### config.mk
export PLATFORM = sky130hd
export DESIGN_NAME = software_timer_slot_table_unit_flat
export DESIGN_NICKNAME = d
export VERILOG_FILES = /design/src/rtl/stt_pkg.sv /design/src/rtl/stt_if.sv /design/src/rtl/stt_slot_mem.sv /design/src/rtl/stt_cmd_unit.sv /design/src/rtl/software_timer_slot_table_unit.sv /design/src/flat_wrapper.sv
export SDC_FILE = /design/constraint.sdc
export NUM_CORES = 1
export LEC_CHECK = 0
export ABC_AREA = 1
export BUFFER_PORTS_ARGS = -buffer_cell sky130_fd_sc_hd__buf_2
export CELL_PAD_IN_SITES_DETAIL_PLACEMENT = 2
export CELL_PAD_IN_SITES_GLOBAL_PLACEMENT = 2
export CORE_MARGIN = 3
export CORE_UTILIZATION = 36
export DETAILED_ROUTE_END_ITERATION = 8
export PLACE_DENSITY = 0.69
export SYNTH_ARGS = -nofsm -noshare
export SYNTH_HDL_FRONTEND = slang
export SYNTH_SLANG_ARGS = --single-unit
### constraint.sdc
create_clock -name clk -period 5.23 [get_ports clk]
set_input_delay 0.523 -clock clk [delete_from_list [all_inputs] [get_ports clk]]
set_output_delay 0.523 -clock clk [all_outputs]
set_load 0.02 [all_outputs]
### src/rtl/stt_pkg.sv
// ----------------------------------------------------------------------------
// stt_pkg
// Shared types and command codes for the timer slot table.
// ----------------------------------------------------------------------------
package stt_pkg;

    localparam int REQ_W   = 4;
    localparam int INDEX_W = 6;
    localparam int STAMP_W = 16;

    typedef logic [REQ_W-1:0]   req_code_t;
    typedef logic [INDEX_W-1:0] slot_index_t;
    typedef logic [STAMP_W-1:0] stamp_t;

    localparam req_code_t REQ_TICK      = 4'd0;
    localparam req_code_t REQ_START     = 4'd1;
    localparam req_code_t REQ_RESTART   = 4'd2;
    localparam req_code_t REQ_GET_TICK  = 4'd3;
    localparam req_code_t REQ_CHECK     = 4'd4;
    localparam req_code_t REQ_CHK_RST   = 4'd5;
    localparam req_code_t REQ_CHK_STOP  = 4'd6;
    localparam req_code_t REQ_STOP      = 4'd7;
    localparam req_code_t REQ_GET_START = 4'd8;

    localparam stamp_t STAMP_IDLE    = 16'h0000;
    localparam stamp_t RESULT_BADIDX = 16'hFFFF;
    localparam stamp_t RESULT_ZERO   = 16'h0000;
    localparam stamp_t RESULT_ONE    = 16'h0001;

    // command unit decision for one slot
    typedef struct packed {
        logic   wr_en;
        stamp_t wr_data;
        logic   has_result;
        stamp_t result;
    } cmd_act_t;

endpackage

### src/rtl/stt_if.sv
// ----------------------------------------------------------------------------
// stt_cmd_if / stt_rsp_if
// Valid/ready channels for commands and results.
// ----------------------------------------------------------------------------
interface stt_cmd_if import stt_pkg::*; ();
    logic        valid;
    logic        ready;
    req_code_t   req_type;
    slot_index_t slot_index;
    stamp_t      timeout;

    modport source (output valid, output req_type, output slot_index, output timeout,
                    input ready);
    modport sink (input valid, input req_type, input slot_index, input timeout,
                  output ready);
endinterface

interface stt_rsp_if import stt_pkg::*; ();
    logic   valid;
    logic   ready;
    stamp_t result;

    modport source (output valid, output result, input ready);
    modport sink (input valid, input result, output ready);
endinterface

### src/rtl/stt_slot_mem.sv
// ----------------------------------------------------------------------------
// stt_slot_mem
// Start-stamp memory: one read, one write port, registered read data,
// write-first bypass and per-entry valid bits (invalid reads as idle).
// ----------------------------------------------------------------------------
module stt_slot_mem
    import stt_pkg::*;
#(
    parameter int SLOTS = 32,
    parameter int AW    = 5
)
(
    input  logic          clk,
    input  logic          rst_n,
    input  logic          rd_en,
    input  logic [AW-1:0] rd_addr,
    input  logic          wr_en,
    input  logic [AW-1:0] wr_addr,
    input  stamp_t        wr_data,
    output stamp_t        rd_data
);

    stamp_t             mem [SLOTS];
    logic [SLOTS-1:0]   valid_reg;
    stamp_t             rd_data_reg;

    always_ff @(posedge clk or negedge rst_n)
    begin
        if (!rst_n)
        begin
            valid_reg <= '0;
        end
        else if (wr_en)
        begin
            valid_reg[wr_addr] <= 1'b1;
        end
    end

    always_ff @(posedge clk)
    begin
        if (wr_en)
        begin
            mem[wr_addr] <= wr_data;
        end
        if (rd_en)
        begin
            // same-cycle write to the entry being read wins
            if (wr_en && (wr_addr == rd_addr))
            begin
                rd_data_reg <= wr_data;
            end
            else if (valid_reg[rd_addr])
            begin
                rd_data_reg <= mem[rd_addr];
            end
            else
            begin
                rd_data_reg <= STAMP_IDLE;
            end
        end
    end

    assign rd_data = rd_data_reg;

endmodule

### src/rtl/stt_cmd_unit.sv
// ----------------------------------------------------------------------------
// stt_cmd_unit
// Decodes one command against the slot's stamp and the current tick:
// expiry test, write-back value and result.
// ----------------------------------------------------------------------------
module stt_cmd_unit
    import stt_pkg::*;
(
    input  req_code_t req_type,
    input  stamp_t    start,
    input  stamp_t    now,
    input  stamp_t    timeout,
    output cmd_act_t  act
);

    stamp_t elapsed;
    logic   running;
    logic   expired;

    // after a wrap the elapsed time is one short of the modular difference
    assign elapsed = (now < start) ? (now - start - 16'd1) : (now - start);
    assign running = (start != STAMP_IDLE);
    assign expired = running && (elapsed > timeout);

    always_comb
    begin
        act.wr_en      = 1'b0;
        act.wr_data    = STAMP_IDLE;
        act.has_result = 1'b1;
        act.result     = RESULT_ZERO;
        unique case (req_type)
            REQ_TICK:
            begin
                act.has_result = 1'b0;
            end
            REQ_START:
            begin
                if (!running)
                begin
                    act.wr_en   = 1'b1;
                    act.wr_data = now;
                end
                else
                begin
                    act.result = start;
                end
            end
            REQ_RESTART:
            begin
                act.wr_en   = 1'b1;
                act.wr_data = now;
                act.result  = now;
            end
            REQ_GET_TICK:
            begin
                act.result = now;
            end
            REQ_CHECK:
            begin
                act.result = expired ? RESULT_ONE : RESULT_ZERO;
            end
            REQ_CHK_RST:
            begin
                act.wr_en   = expired;
                act.wr_data = now;
                act.result  = expired ? RESULT_ONE : RESULT_ZERO;
            end
            REQ_CHK_STOP:
            begin
                act.wr_en  = expired;
                act.result = expired ? RESULT_ONE : RESULT_ZERO;
            end
            REQ_STOP:
            begin
                act.wr_en  = running;
                act.result = expired ? RESULT_ONE : RESULT_ZERO;
            end
            REQ_GET_START:
            begin
                act.result = start;
            end
            default:
            begin
                // unused codes clear the slot
                act.wr_en  = 1'b1;
                act.result = RESULT_ONE;
            end
        endcase
    end

endmodule

### src/rtl/software_timer_slot_table_unit.sv
// ----------------------------------------------------------------------------
// software_timer_slot_table_unit
// Timer slot table with a 16-bit tick counter that advances on tick commands.
// ----------------------------------------------------------------------------
// Takes one command per clock cycle. A command is accepted, its slot is read
// from the start-stamp memory in the same edge, and when the command stage
// advances the stamp is tested, written back and the result is loaded into
// the output register. The rate is set by the single read-modify-write per
// command on the slot memory; a command that hits the slot written by its
// predecessor gets the new stamp through a write-first bypass. Tick items
// advance the counter and give no result.
// Acceptance stalls only while a finished result is held and not taken.
// All slots read as idle right after reset; no clearing pass is needed.
// ----------------------------------------------------------------------------
module software_timer_slot_table_unit
    import stt_pkg::*;
#(
    parameter int SLOTS = 32
)
(
    input logic     clk,
    input logic     rst_n,
    stt_cmd_if.sink   cmd,
    stt_rsp_if.source rsp
);

    localparam int          AW       = (SLOTS > 1) ? $clog2(SLOTS) : 1;
    localparam slot_index_t SLOT_LIM = INDEX_W'(SLOTS);

    logic          s1_valid_reg;
    logic          s1_valid_next;
    req_code_t     s1_req_reg;
    logic          s1_bad_reg;
    logic [AW-1:0] s1_addr_reg;
    stamp_t        s1_tmo_reg;

    logic          out_valid_reg;
    logic          out_valid_next;
    stamp_t        out_result_reg;

    stamp_t        tick_reg;
    stamp_t        tick_next;

    logic          accept;
    logic          in_range;
    logic          s1_is_tick;
    logic          s1_fire;
    logic          out_free;
    logic          mem_we;
    stamp_t        slot_stamp;
    cmd_act_t      act;

    assign in_range   = (cmd.slot_index < SLOT_LIM);
    assign s1_is_tick = (s1_req_reg == REQ_TICK);
    assign out_free   = !out_valid_reg || rsp.ready;
    assign s1_fire    = s1_valid_reg && (s1_is_tick || out_free);
    assign cmd.ready  = !s1_valid_reg || s1_fire;
    assign accept     = cmd.valid && cmd.ready;
    assign mem_we     = s1_fire && !s1_bad_reg && act.wr_en;

    stt_slot_mem #(
        .SLOTS (SLOTS),
        .AW    (AW)
    ) u_mem (
        .clk     (clk),
        .rst_n   (rst_n),
        .rd_en   (accept && in_range && (cmd.req_type != REQ_TICK)),
        .rd_addr (cmd.slot_index[AW-1:0]),
        .wr_en   (mem_we),
        .wr_addr (s1_addr_reg),
        .wr_data (act.wr_data),
        .rd_data (slot_stamp)
    );

    stt_cmd_unit u_cmd (
        .req_type (s1_req_reg),
        .start    (slot_stamp),
        .now      (tick_reg),
        .timeout  (s1_tmo_reg),
        .act      (act)
    );

    always_comb
    begin
        s1_valid_next  = accept ? 1'b1 : (s1_fire ? 1'b0 : s1_valid_reg);
        tick_next      = (s1_fire && s1_is_tick) ? (tick_reg + 16'd1) : tick_reg;
        out_valid_next = (s1_fire && act.has_result) ? 1'b1
                       : (rsp.ready ? 1'b0 : out_valid_reg);
    end

    always_ff @(posedge clk or negedge rst_n)
    begin
        if (!rst_n)
        begin
            s1_valid_reg  <= 1'b0;
            out_valid_reg <= 1'b0;
            tick_reg      <= '0;
        end
        else
        begin
            s1_valid_reg  <= s1_valid_next;
            out_valid_reg <= out_valid_next;
            tick_reg      <= tick_next;
        end
    end

    always_ff @(posedge clk)
    begin
        if (accept)
        begin
            s1_req_reg  <= cmd.req_type;
            s1_bad_reg  <= !in_range;
            s1_addr_reg <= cmd.slot_index[AW-1:0];
            s1_tmo_reg  <= cmd.timeout;
        end
        if (s1_fire && act.has_result)
        begin
            out_result_reg <= s1_bad_reg ? RESULT_BADIDX : act.result;
        end
    end

    assign rsp.valid  = out_valid_reg;
    assign rsp.result = out_result_reg;

    // a held command blocks acceptance
    a_stall_blocks: assert property (@(posedge clk) disable iff (!rst_n)
        (s1_valid_reg && !s1_fire) |-> !cmd.ready)
        else $error("command accepted while stage is stalled");

    // bad index never touches the table
    a_bad_no_write: assert property (@(posedge clk) disable iff (!rst_n)
        (s1_fire && s1_bad_reg) |-> !mem_we)
        else $error("write to table on out-of-range slot");

    // a tick advances the counter by exactly one and loads no result
    a_tick_step: assert property (@(posedge clk) disable iff (!rst_n)
        (s1_fire && s1_is_tick) |=> (tick_reg == $past(tick_reg) + 16'd1))
        else $error("tick counter did not advance");

    // a result only appears after a non-tick command completes
    a_result_src: assert property (@(posedge clk) disable iff (!rst_n)
        $rose(out_valid_reg) |-> $past(s1_fire && !s1_is_tick))
        else $error("result without a completed command");

endmodule
### src/flat_wrapper.sv
// flat-port wrapper written by rule: the top's interface ports become plain ports
module software_timer_slot_table_unit_flat import stt_pkg::*;
#(
    parameter int SLOTS = 32
)
  (clk, rst_n, cmd_valid, cmd_req_type, cmd_slot_index, cmd_timeout, cmd_ready, rsp_valid, rsp_result, rsp_ready);
  stt_cmd_if cmd_i ();
  stt_rsp_if rsp_i ();
  input logic clk;
  input logic rst_n;
  input wire logic [$bits(cmd_i.valid)-1:0] cmd_valid;
  input wire logic [$bits(cmd_i.req_type)-1:0] cmd_req_type;
  input wire logic [$bits(cmd_i.slot_index)-1:0] cmd_slot_index;
  input wire logic [$bits(cmd_i.timeout)-1:0] cmd_timeout;
  output wire logic [$bits(cmd_i.ready)-1:0] cmd_ready;
  output wire logic [$bits(rsp_i.valid)-1:0] rsp_valid;
  output wire logic [$bits(rsp_i.result)-1:0] rsp_result;
  input wire logic [$bits(rsp_i.ready)-1:0] rsp_ready;
  assign cmd_i.valid = cmd_valid;
  assign cmd_i.req_type = cmd_req_type;
  assign cmd_i.slot_index = cmd_slot_index;
  assign cmd_i.timeout = cmd_timeout;
  assign cmd_ready = cmd_i.ready;
  assign rsp_valid = rsp_i.valid;
  assign rsp_result = rsp_i.result;
  assign rsp_i.ready = rsp_ready;
  software_timer_slot_table_unit #(.SLOTS(SLOTS)) u_core (.clk(clk), .rst_n(rst_n), .cmd(cmd_i), .rsp(rsp_i));
endmodule
; ---- After elaboration in Yosys (flattened, before gate mapping)
; Memories as Yosys holds them, arrays and structs flattened.
; Cells that the tools add are included.
[word_totals]
reg_bits = 108
mem_bits_rw = 512
in_bits = 30
output_inout_bits = 18
memories = 1
[op_classes]
n_addsub = 3
order_cmp = 6
eq_ne = 9
n_mux = 20
bitwise = 1
n_reduce_logical = 28
[memory_table]
columns = memory, words, word_bits, read_ports, rd_clocked_by_memory_dff, write_ports, line
row1 = u_core.u_mem.mem, 32, 16, 1, 0, 1, stt_slot_mem.sv:23  ; stamp_t mem [SLOTS];
[ops]
columns = cell, n
row1 = case mux 16 bit (5 select lines), 1
row2 = 2-to-1 mux 16 bit, 4
row3 = OR 32 bit, 1
row4 = case mux 16 bit (2 select lines), 1
row5 = 2-to-1 mux 17 bit, 1
row6 = "adder 16 x 1 -> 16 bit, second input constant", 1
row7 = "== test 4 x 3 -> 1 bit, second input constant", 4
row8 = greater-than comparator 16 bit, 1
row9 = < comparator 16 bit, 1
row10 = nonzero test 16 bit, 1
row11 = "subtractor 16 x 1 -> 16 bit, second input constant", 1
row12 = subtractor 16 bit, 1
row13 = "< comparator 5 x 6 -> 1 bit, second input constant", 2
row14 = logical AND 1 bit, 11
row15 = 2-to-1 mux 1 bit, 10
row16 = "== test 4 x 2 -> 1 bit, second input constant", 2
row17 = OR reduction 4 bit, 2
row18 = "< comparator 6 bit, second input constant", 1
row19 = OR reduction 2 bit, 3
row20 = binary-select mux 1 bit (select 5 bit), 1
row21 = demux 1 bit (select 5 bit), 1
row22 = == test 5 bit, 1
row23 = ">= comparator 5 x 1 -> 1 bit, second input constant", 1
row24 = "== test 4 x 1 -> 1 bit, second input constant", 1
row25 = other kinds (7), 13

; ---- Depth between registers and ports, before layout
; Gate-level depths: netlist of run 1.
[logic_depth]
ltp_word = 9
mapped_depth = 31

; ---- Modules after synthesis
; From an unflattened synthesis of run 1, not the netlist that was laid out.
[hier_totals]
cells_unflattened = 2905
hier_area_um2 = 28733.8
[modules_own_cells]
columns = module, n_inst, cells_each, area_each_um2
row1 = stt_slot_mem, 1, 2251, 23855.4
row2 = stt_cmd_unit, 1, 464, 2474.9
row3 = software_timer_slot_table_unit, 1, 190, 2403.6

; ---- Least setup slack after synthesis of run 1
; Ideal clock, no wire load.
[synth_timing]
path_type = register -> register
start = reg u_core.tick_reg[0]
end = mem u_core.u_mem.mem[10][0] (netlist name), enable pin
setup_ps = 388
arrival_time_ps = 4384
required_time_ps = 4842
slack_ps = 458
stages_incl_launch_ff = 31
period_less_slack_ps = 4772
path_cell_list = dfrtp_1 -> inv_1 -> ha_1 -> inv_1 -> fa_1 -> inv_1 -> ha_1 -> inv_1 -> a21oi_1 -> nand3_1 -> nor2_1 -> nand3_1 -> nor2_1 -> nand3_1 -> nor2_2 -> nand3_1 -> nand2_1 -> inv_1 -> ha_1 -> nand2_1 -> nor2_1 -> nand3_1 -> inv_1 -> nand2_1 -> nand2_1 -> nand2_1 -> o21ai_2 -> buf_6 -> nand3_4 -> buf_2 -> nor2_1
[synth_via]
elab_chain_len = 9
elab_cells_between_ends = 10
classes_between = 2 x add/sub / 2 x order compare / 4 x mux / 2 x reduce/logical
[synth_rtl]
columns = item, line
row1 = from (decl), software_timer_slot_table_unit.sv:41  ; stamp_t tick_reg;
row2 = from (signal assigned), software_timer_slot_table_unit.sv:103  ; tick_reg <= tick_next;
row3 = subtractor 16 bit, stt_cmd_unit.sv:21  ; assign elapsed = (now < start) ? (now - start - 16'd1) : (now - start);
row4 = subtractor 16 x 1 -> 16 bit, stt_cmd_unit.sv:21
row5 = 2-to-1 mux 16 bit (*), stt_cmd_unit.sv:21
row6 = greater-than comparator 16 bit (*), stt_cmd_unit.sv:23  ; assign expired = running && (elapsed > timeout);
row7 = logical AND 1 bit (*), stt_cmd_unit.sv:23
row8 = case mux 1 bit (4 select lines) (*), stt_cmd_unit.sv:31  ; unique case (req_type)
row9 = logical AND 1 bit (*), software_timer_slot_table_unit.sv:59  ; assign mem_we = s1_fire && !s1_bad_reg && act.wr_en;
row10 = 2-to-1 mux 1 bit (*), stt_slot_mem.sv:41  ; if (wr_en)
row11 = 2-to-1 mux 1 bit (implied by the code) (*), stt_slot_mem.sv:43  ; mem[wr_addr] <= wr_data;
row12 = to (decl), stt_slot_mem.sv:23
; Every way passes the cells marked *; elsewhere a longest branch is shown, timed or not.

; ---- Final worst setup path of run 1
[layout_timing]
start = reg u_core.u_mem.rd_data_reg[0] (netlist: u_core.u_mem.rd_data[0])
end = mem u_core.u_mem.mem[12][7] (netlist name), enable pin
[layout_via]
elab_chain_len = 9
elab_cells_between_ends = 12
classes_between = 2 x add/sub / 2 x order compare / 5 x mux / 3 x reduce/logical
[layout_rtl]
columns = item, line
row1 = from (decl), stt_slot_mem.sv:25  ; stamp_t rd_data_reg;
row2 = from (signal assigned), stt_slot_mem.sv:50  ; rd_data_reg <= wr_data;
row3 = from (signal assigned), stt_slot_mem.sv:54  ; rd_data_reg <= mem[rd_addr];
row4 = subtractor 16 bit, stt_cmd_unit.sv:21
row5 = subtractor 16 x 1 -> 16 bit, stt_cmd_unit.sv:21
row6 = 2-to-1 mux 16 bit, stt_cmd_unit.sv:21
row7 = greater-than comparator 16 bit, stt_cmd_unit.sv:23
row8 = logical AND 1 bit, stt_cmd_unit.sv:23
row9 = case mux 1 bit (4 select lines) (*), stt_cmd_unit.sv:31
row10 = logical AND 1 bit (*), software_timer_slot_table_unit.sv:59
row11 = 2-to-1 mux 1 bit (*), stt_slot_mem.sv:41
row12 = 2-to-1 mux 1 bit (implied by the code) (*), stt_slot_mem.sv:43
; Marked as above.

==> impl_metrics.yaml, run 1 <==
cts:
  cts.reportedPaths.clkPinSlew_ns: 0.06
  cts_hold_buf: 0
  cts_tree: "done"
  cts_buffer_depth: 3
  clock-sinks: 620
  htree_num_levels: 3
  cts_root_buf: "clkbuf_16"
  cts_made_buffers: 69
  clk_latency_ns: 0.63
job:
  maxCapViolCount: 0
detailed_routing:
  drc: 0
  post_drt_wl_per_cell_um: 26.9
  drtAntennaViolNets: 0
  routed_wirelength_um: 89700
  dr.pass1.iters: 5
  post_drt_via_cell_ratio: 5.63
  vias: 18783
  drt-initial-drc-count: 1551
finish:
  fillers: 7314
  n_antenna_cell: 0
  final_cells: 3339
  final_common_cell: "edfxtp_1"
  largest_reg_flops: 512
  areaGrowthSynthToFinish_pct: 16.8
  fin_nets: 2389
  layout_common_cells: "570 x edfxtp_1, 341 x nor2_1, 272 x o21ai_0"
  drive_above_1_share: 0.132
sta:
  tightest_slew_ns: 1.26
  layout_worst_path_cycle_share: 0.935
  hold_violations: 0
  drv_slew: 0
  timing.hold.ws_ns: 0.0376
  skew_ns: 0.0242
  worst_slack_ns: 0.338
  max_freq_ghz: 0.204
  finalCriticalPeriod_ns: 4.89
  setup_viol: 0
  max_slew_margin: 0.157
synth:
  synthDistinctLibCells: 40
  ys_top_cells_by_area: "edfxtp_1 64%, nor2_1 5.5%, o21ai_0 5.1%"
  synth_cells: 2249
  syn_area_per_cell_sq_um: 11.9
  syn-cell-area_sq_um: 26700
  ys_ff_latch: 620
  synth_top_flop_cell: "edfxtp_1"
  synth_nets: 2314
  yosys_warnings: 0
  synth_async_sr_flop_share: 0.0806
  ys_seq_area_frac: 0.688
  synth.top_cell.area_share: 0.641
  synth_top_area_cell: "edfxtp_1"
  synth-edff-count: 570
min_path:
  hold_class: "in -> async"
grt:
  grt_pass1_vias: 20132
  grt.total_usage: 0.228
  overflow: 0
  antenna_found_initial: 0
  grt_pass1_wl_um: 133000
  grt_max_degree: 167
die:
  initial_core_util: 0.365
  core_sq_um: 73200
  dieArea_sq_um: 77500
  fp.dieH_um: 278
  fp-row-count: 99
  die_x_um: 278
  ios: 48
worst_setup_path:
  path_class: "reg -> reg"
  reg2reg_from: "u_core.u_mem.rd_data[0]"
  cp.depth: 30
  critPathRequiredTime_ns: 5.56
  cp_num_buf_inv: 8
  slowest_delay_ns: 0.44
  critPathArrivalTime_ns: 5.22
  endpoint_kind: "flip-flop"
  crit_family: "simple AND/OR/NAND/NOR gates"
  rrSetupSlack_ns: 0.34
  cp_max_fo: 8
  critPathSlowestCell: "fa_2"
  cp-start-kind: "flip-flop"
  reg2reg_to: "u_core.u_mem.mem[12][7]"
  rr_worst_depth: 30
placement:
  numPlacedInstances: 3195
  io_buffers: 47
  post-place-ws_ns: -0.0345
  gp_congestion: 0.819
  dp_hpwl_um: 56300
outcome:
  status: "finished clean"
power_and_ir_drop:
  vdd_drop_max_uv: 266
  p_leak_nw: 10.6
  power.density_nw_per_um2: 375
==> power by group <==
group	switching [mW]	total, mW	internal (mW)
sequential	0.0712	5.56	5.49
clock	2.07	4.97	2.90
combinational	0.803	1.15	0.348
total	2.94	11.7	8.75
==> through the flow <==
step	TNS, ns	utilization	cell area [sq um]	power (mW)
2_1_floorplan	0	-	26700	6.35
3_3_place_gp	0	0.391	28600	6.72
3_5_place_dp	-2.44	0.391	28600	6.77
4_1_cts	0	0.424	31000	11.8
5_1_grt	-0.167	0.426	31200	12.1
6_report	0	0.426	31200	11.7
==> worst max-delay path by stage <==
stage	end	from	slack, ns
finish	u_core.u_mem.mem[12][7]	u_core.u_mem.rd_data[0]	0.34
global route	u_core.u_mem.mem[12][6]	u_core.u_mem.rd_data[0]	-0.02
CTS	u_core.u_mem.mem[20][11]	u_core.u_mem.rd_data[0]	0.02
detailed placement	u_core.u_mem.mem[27][2]	u_core.u_mem.rd_data[0]	-0.03
global placement	u_core.u_mem.mem[31][1]	u_core.u_mem.rd_data[0]	0.12
floorplan	u_core.u_mem.mem[10][0]	u_core.tick_reg[0]	0.46
==> layer usage <==
layer | global-route usage | vias up | part of all wire
li1 | - | 8356 | -
met5 | 0 | - | 0
met1 | 0.312 | 9896 | 0.44
met3 | 0.0280 | 118 | 0.040
met2 | 0.389 | 413 | 0.50
met4 | 0.0510 | 0 | 0.020
==> worst register-to-register path: cells and delay by family (launching register included) <==
family                   cells  cell delay, ns
AND/OR/NAND/NOR             16            1.77
AO/OA/AOI/OAI                2            0.31
adder cells (fa/ha/maj)      4            1.10
buffers and inverters        8            1.01
flip-flops                   1            0.43
==> area by class of cell <==
class,instances,area (sq um),share of cell area
Inverter,140,536,0.0172
Clock inverter,47,507,0.0162
Multi-Input combinational cell,1360,7400,0.237
Tap cell,959,1200,0.0385
Clock buffer,80,1780,0.0570
Sequential cell,620,18400,0.589
Timing Repair Buffer,133,1410,0.0451
==> cells in the mapped netlist, types with 8 or more instances <==
master    number
inv_1        133
a21oi_1       28
o21bai_1      28
nand2_1      207
clkbuf_1      83
edfxtp_1     570
buf_6          8
nor2_1       388
o22ai_1       16
o21ai_0      272
buf_2         30
dfrtp_1       50
o211ai_1      36
o21ai_1       17
ha_1          34
nand4_1       29
nand3_1      122
xor2_1        24
o221ai_1     115
==> cell families (layout without fill, tap and decap cells) <==
| group | count (synthesis) | count (layout) | share of synthesized area |
|---|---|---|---|
| AOI/OAI and AO/OA | 521 | 521 | 0.122 |
| DFF | 620 | 620 | 0.688 |
| and+or+nand+nor | 777 | 778 | 0.123 |
| adders and majority gates | 35 | 35 | 0.0167 |
| buffers and inverters | 270 | 400 | 0.0419 |
| xor gates and xnor gates | 26 | 26 | 0.00853 |
==> what timing repair did <==
action,4_1_cts,5_1_grt
pin swaps,0,4
setup buffers,9,5
gates cloned,0,3
setup endpoints to repair,461,544
gates resized for setup,7,21
No activity file was read; power rests on OpenSTA's default activity.
==> inputs of run 2 (changes only) <==
--- a/config.mk
+++ b/config.mk
@@ -12,6 +12,7 @@
 export CORE_MARGIN = 3
 export CORE_UTILIZATION = 36
 export DETAILED_ROUTE_END_ITERATION = 8
+export GPL_ROUTABILITY_DRIVEN = 0
 export PLACE_DENSITY = 0.69
 export SYNTH_ARGS = -nofsm -noshare
 export SYNTH_HDL_FRONTEND = slang
==> constraint.sdc (replaced) <==
create_clock -name clk -period 5.23 [get_ports clk]
set_input_delay 0.2615 -clock clk [delete_from_list [all_inputs] [get_ports clk]]
set_output_delay 0.2615 -clock clk [all_outputs]
set_load 0.02 [all_outputs]
==> run 2 against run 1 <==
  * Sequential share of layout area decreased by 0.48 points
  * Non-clock buffer count is 22 higher
  * Largest cell class unchanged
  * Critical path type unchanged
  * Clock-buffer cell count grew 13
  * Power about the same
  * First-iteration DRC count up 4.7%
  * Flip-flop and latch count did not move
  * Critical path depth is the same
  * Clock skew down 0.0043 ns
==> impl_metrics.yaml, run 2 (same netlist as run 1, synthesis figures left out) <==
outcome:
  status: "finished clean"
detailed_routing:
  drtAntennaViolNets: 0
  post_drt_wl_per_cell_um: 26.8
  drt-initial-drc-count: 1624
  post_drt_via_cell_ratio: 5.62
  vias: 18878
  drc: 0
  routed_wirelength_um: 89900
  dr.pass1.iters: 5
finish:
  layout_common_cells: "570 x edfxtp_1, 342 x nor2_1, 272 x o21ai_0"
  areaGrowthSynthToFinish_pct: 17.8
  fin_nets: 2412
  fin_area_sq_um: 31400
  largest_reg_flops: 512
  final_common_cell: "edfxtp_1"
  drive_above_1_share: 0.130
min_path:
  hold_class: "in -> reg"
  hold_start: "cmd_slot_index[4]"
  hold_depth: 1
  hold_end: "u_core.s1_addr_reg[4]"
grt:
  grt_pass1_wl_um: 134000
  grt_max_degree: 136
  grt_pass1_vias: 20398
  overflow: 0
  grt.total_usage: 0.230
  antenna_found_initial: 2
die:
  ios: 48
  die_x_um: 278
  dieArea_sq_um: 77500
  fp.dieH_um: 278
  fp-row-count: 99
  core_sq_um: 73200
  initial_core_util: 0.365
sta:
  max_freq_ghz: 0.206
  timing.hold.ws_ns: 0.127
  tightest_slew_ns: 1.33
  setup_viol: 0
  hold_violations: 0
  layout_worst_path_cycle_share: 0.929
  finalCriticalPeriod_ns: 4.86
  skew_ns: 0.0199
  drv_slew: 0
  max_slew_margin: 0.111
cts:
  clock-sinks: 620
  cts_buffer_depth: 3
  cts_root_buf: "clkbuf_16"
  cts.reportedPaths.clkPinSlew_ns: 0.07
  cts_made_buffers: 70
  htree_num_levels: 3
  cts_tree: "done"
  clk_latency_ns: 0.61
worst_setup_path:
  reg2reg_to: "u_core.u_mem.mem[12][10]"
  critPathSlowestCell: "fa_2"
  reg2reg_from: "u_core.u_mem.rd_data[0]"
  endpoint_kind: "flip-flop"
  rr_worst_depth: 30
  slowest_delay_ns: 0.45
  critPathRequiredTime_ns: 5.54
  rrSetupSlack_ns: 0.37
  cp_max_fo: 8
  path_class: "reg -> reg"
  cp-start-kind: "flip-flop"
  critPathArrivalTime_ns: 5.17
power_and_ir_drop:
  sequentialPowerShare: 0.476
  power.internal_mw: 8.75
  p_switching_mw: 2.94
  p_leak_nw: 10.7
  power.density_nw_per_um2: 372
  vdd_drop_max_uv: 262
  p_sw_frac: 0.251
  comb_power_share: 0.100
  p_clk_frac: 0.424
placement:
  dpl_cell_area_sq_um: 28600
  dp_hpwl_um: 55900
  io_buffers: 47
job:
  maxCapViolCount: 0
==> run 2: cell types whose count changed in the layout (fill, tap and decap cells not counted), sizes merged <==
cell | previous run | this run
diode | 0 | 2
bufinv | 9 | 7
buf | 130 | 127
clkinv | 33 | 21
clkbuf | 83 | 97
dlygate4sd3 | 0 | 24
inv | 144 | 141
==> run 2: worst max path at each step <==
stage / startpoint / to
after global placement: u_core.u_mem.rd_data[0] / u_core.u_mem.mem[31][1]
after CTS: u_core.u_mem.rd_data[0] / u_core.u_mem.mem[8][12]
after detailed placement: u_core.u_mem.rd_data[0] / u_core.u_mem.mem[3][12]
after floorplan: u_core.tick_reg[0] / u_core.u_mem.mem[10][0]
after global routing: u_core.u_mem.rd_data[0] / u_core.u_mem.mem[12][3]
final: u_core.u_mem.rd_data[0] / u_core.u_mem.mem[12][10]
==> run 2: worst max-delay path: cells and delay by family, from the launching register on <==
kind	cells	cell delay [ns]
buf+inv	8	1.00
flops	1	0.43
compound gates	2	0.28
simple gates	16	1.73
fa+ha+maj	4	1.11
==> run 2: area by class of cell <==
| cell class | count | area [sq um] |
|---|---|---|
| multi-input cells | 1360 | 7420 |
| fillers | 7308 | 41800 |
| repair buffers | 155 | 1680 |
| inverters | 140 | 536 |
| flip-flops and latches | 620 | 18400 |
| clock buffers | 93 | 1890 |
| clock inverters | 30 | 349 |
| diodes | 2 | 5.00 |
| well taps | 959 | 1200 |
==> run 2: layer usage <==
layer | wire, um | GRT usage
met5 | 9 | 0
met4 | 3560 | 0.0877
met3 | 4540 | 0.0414
met2 | 43000 | 0.378
met1 | 38800 | 0.305
==> run 2: power groups by stage <==
stage                     registers [mW]  clock network [mW]  logic, mW
after CTS                           5.56                5.06       1.16
after global placement              5.66                   0       1.06
after global routing                5.57                5.26       1.31
after detailed placement            5.66                   0       1.12
after floorplan                     5.66                   0      0.689
final                               5.56                4.95       1.17
==> run 2: what timing repair did <==
| item | 4_1_cts | 5_1_grt |
|---|---|---|
| hold buffers | 24 | 0 |
| hold endpoints to repair | 73 | 0 |
| gates resized for setup | 4 | 32 |
| cloned | 0 | 4 |
| pin swaps | 0 | 3 |
| setup buffers | 8 | 4 |
| endpoints found under the setup margin | 207 | 531 |
==> run 2: per-stage QoR <==
| stage | worst slack [ns] | std cells | TNS, ns | power [mW] | utilization |
|---|---|---|---|---|---|
| finish | 0.372 | 3359 | 0 | 11.7 | 0.430 |
| floorplan | 0.458 | 2249 | 0 | 6.35 | - |
| global placement | 0.119 | 3194 | 0 | 6.72 | 0.390 |
| CTS | 0.0196 | 3349 | 0 | 11.8 | 0.426 |
| detailed placement | -0.0260 | 3194 | -0.560 | 6.79 | 0.390 |
| global route | -0.00713 | 3357 | -0.0381 | 12.1 | 0.429 |
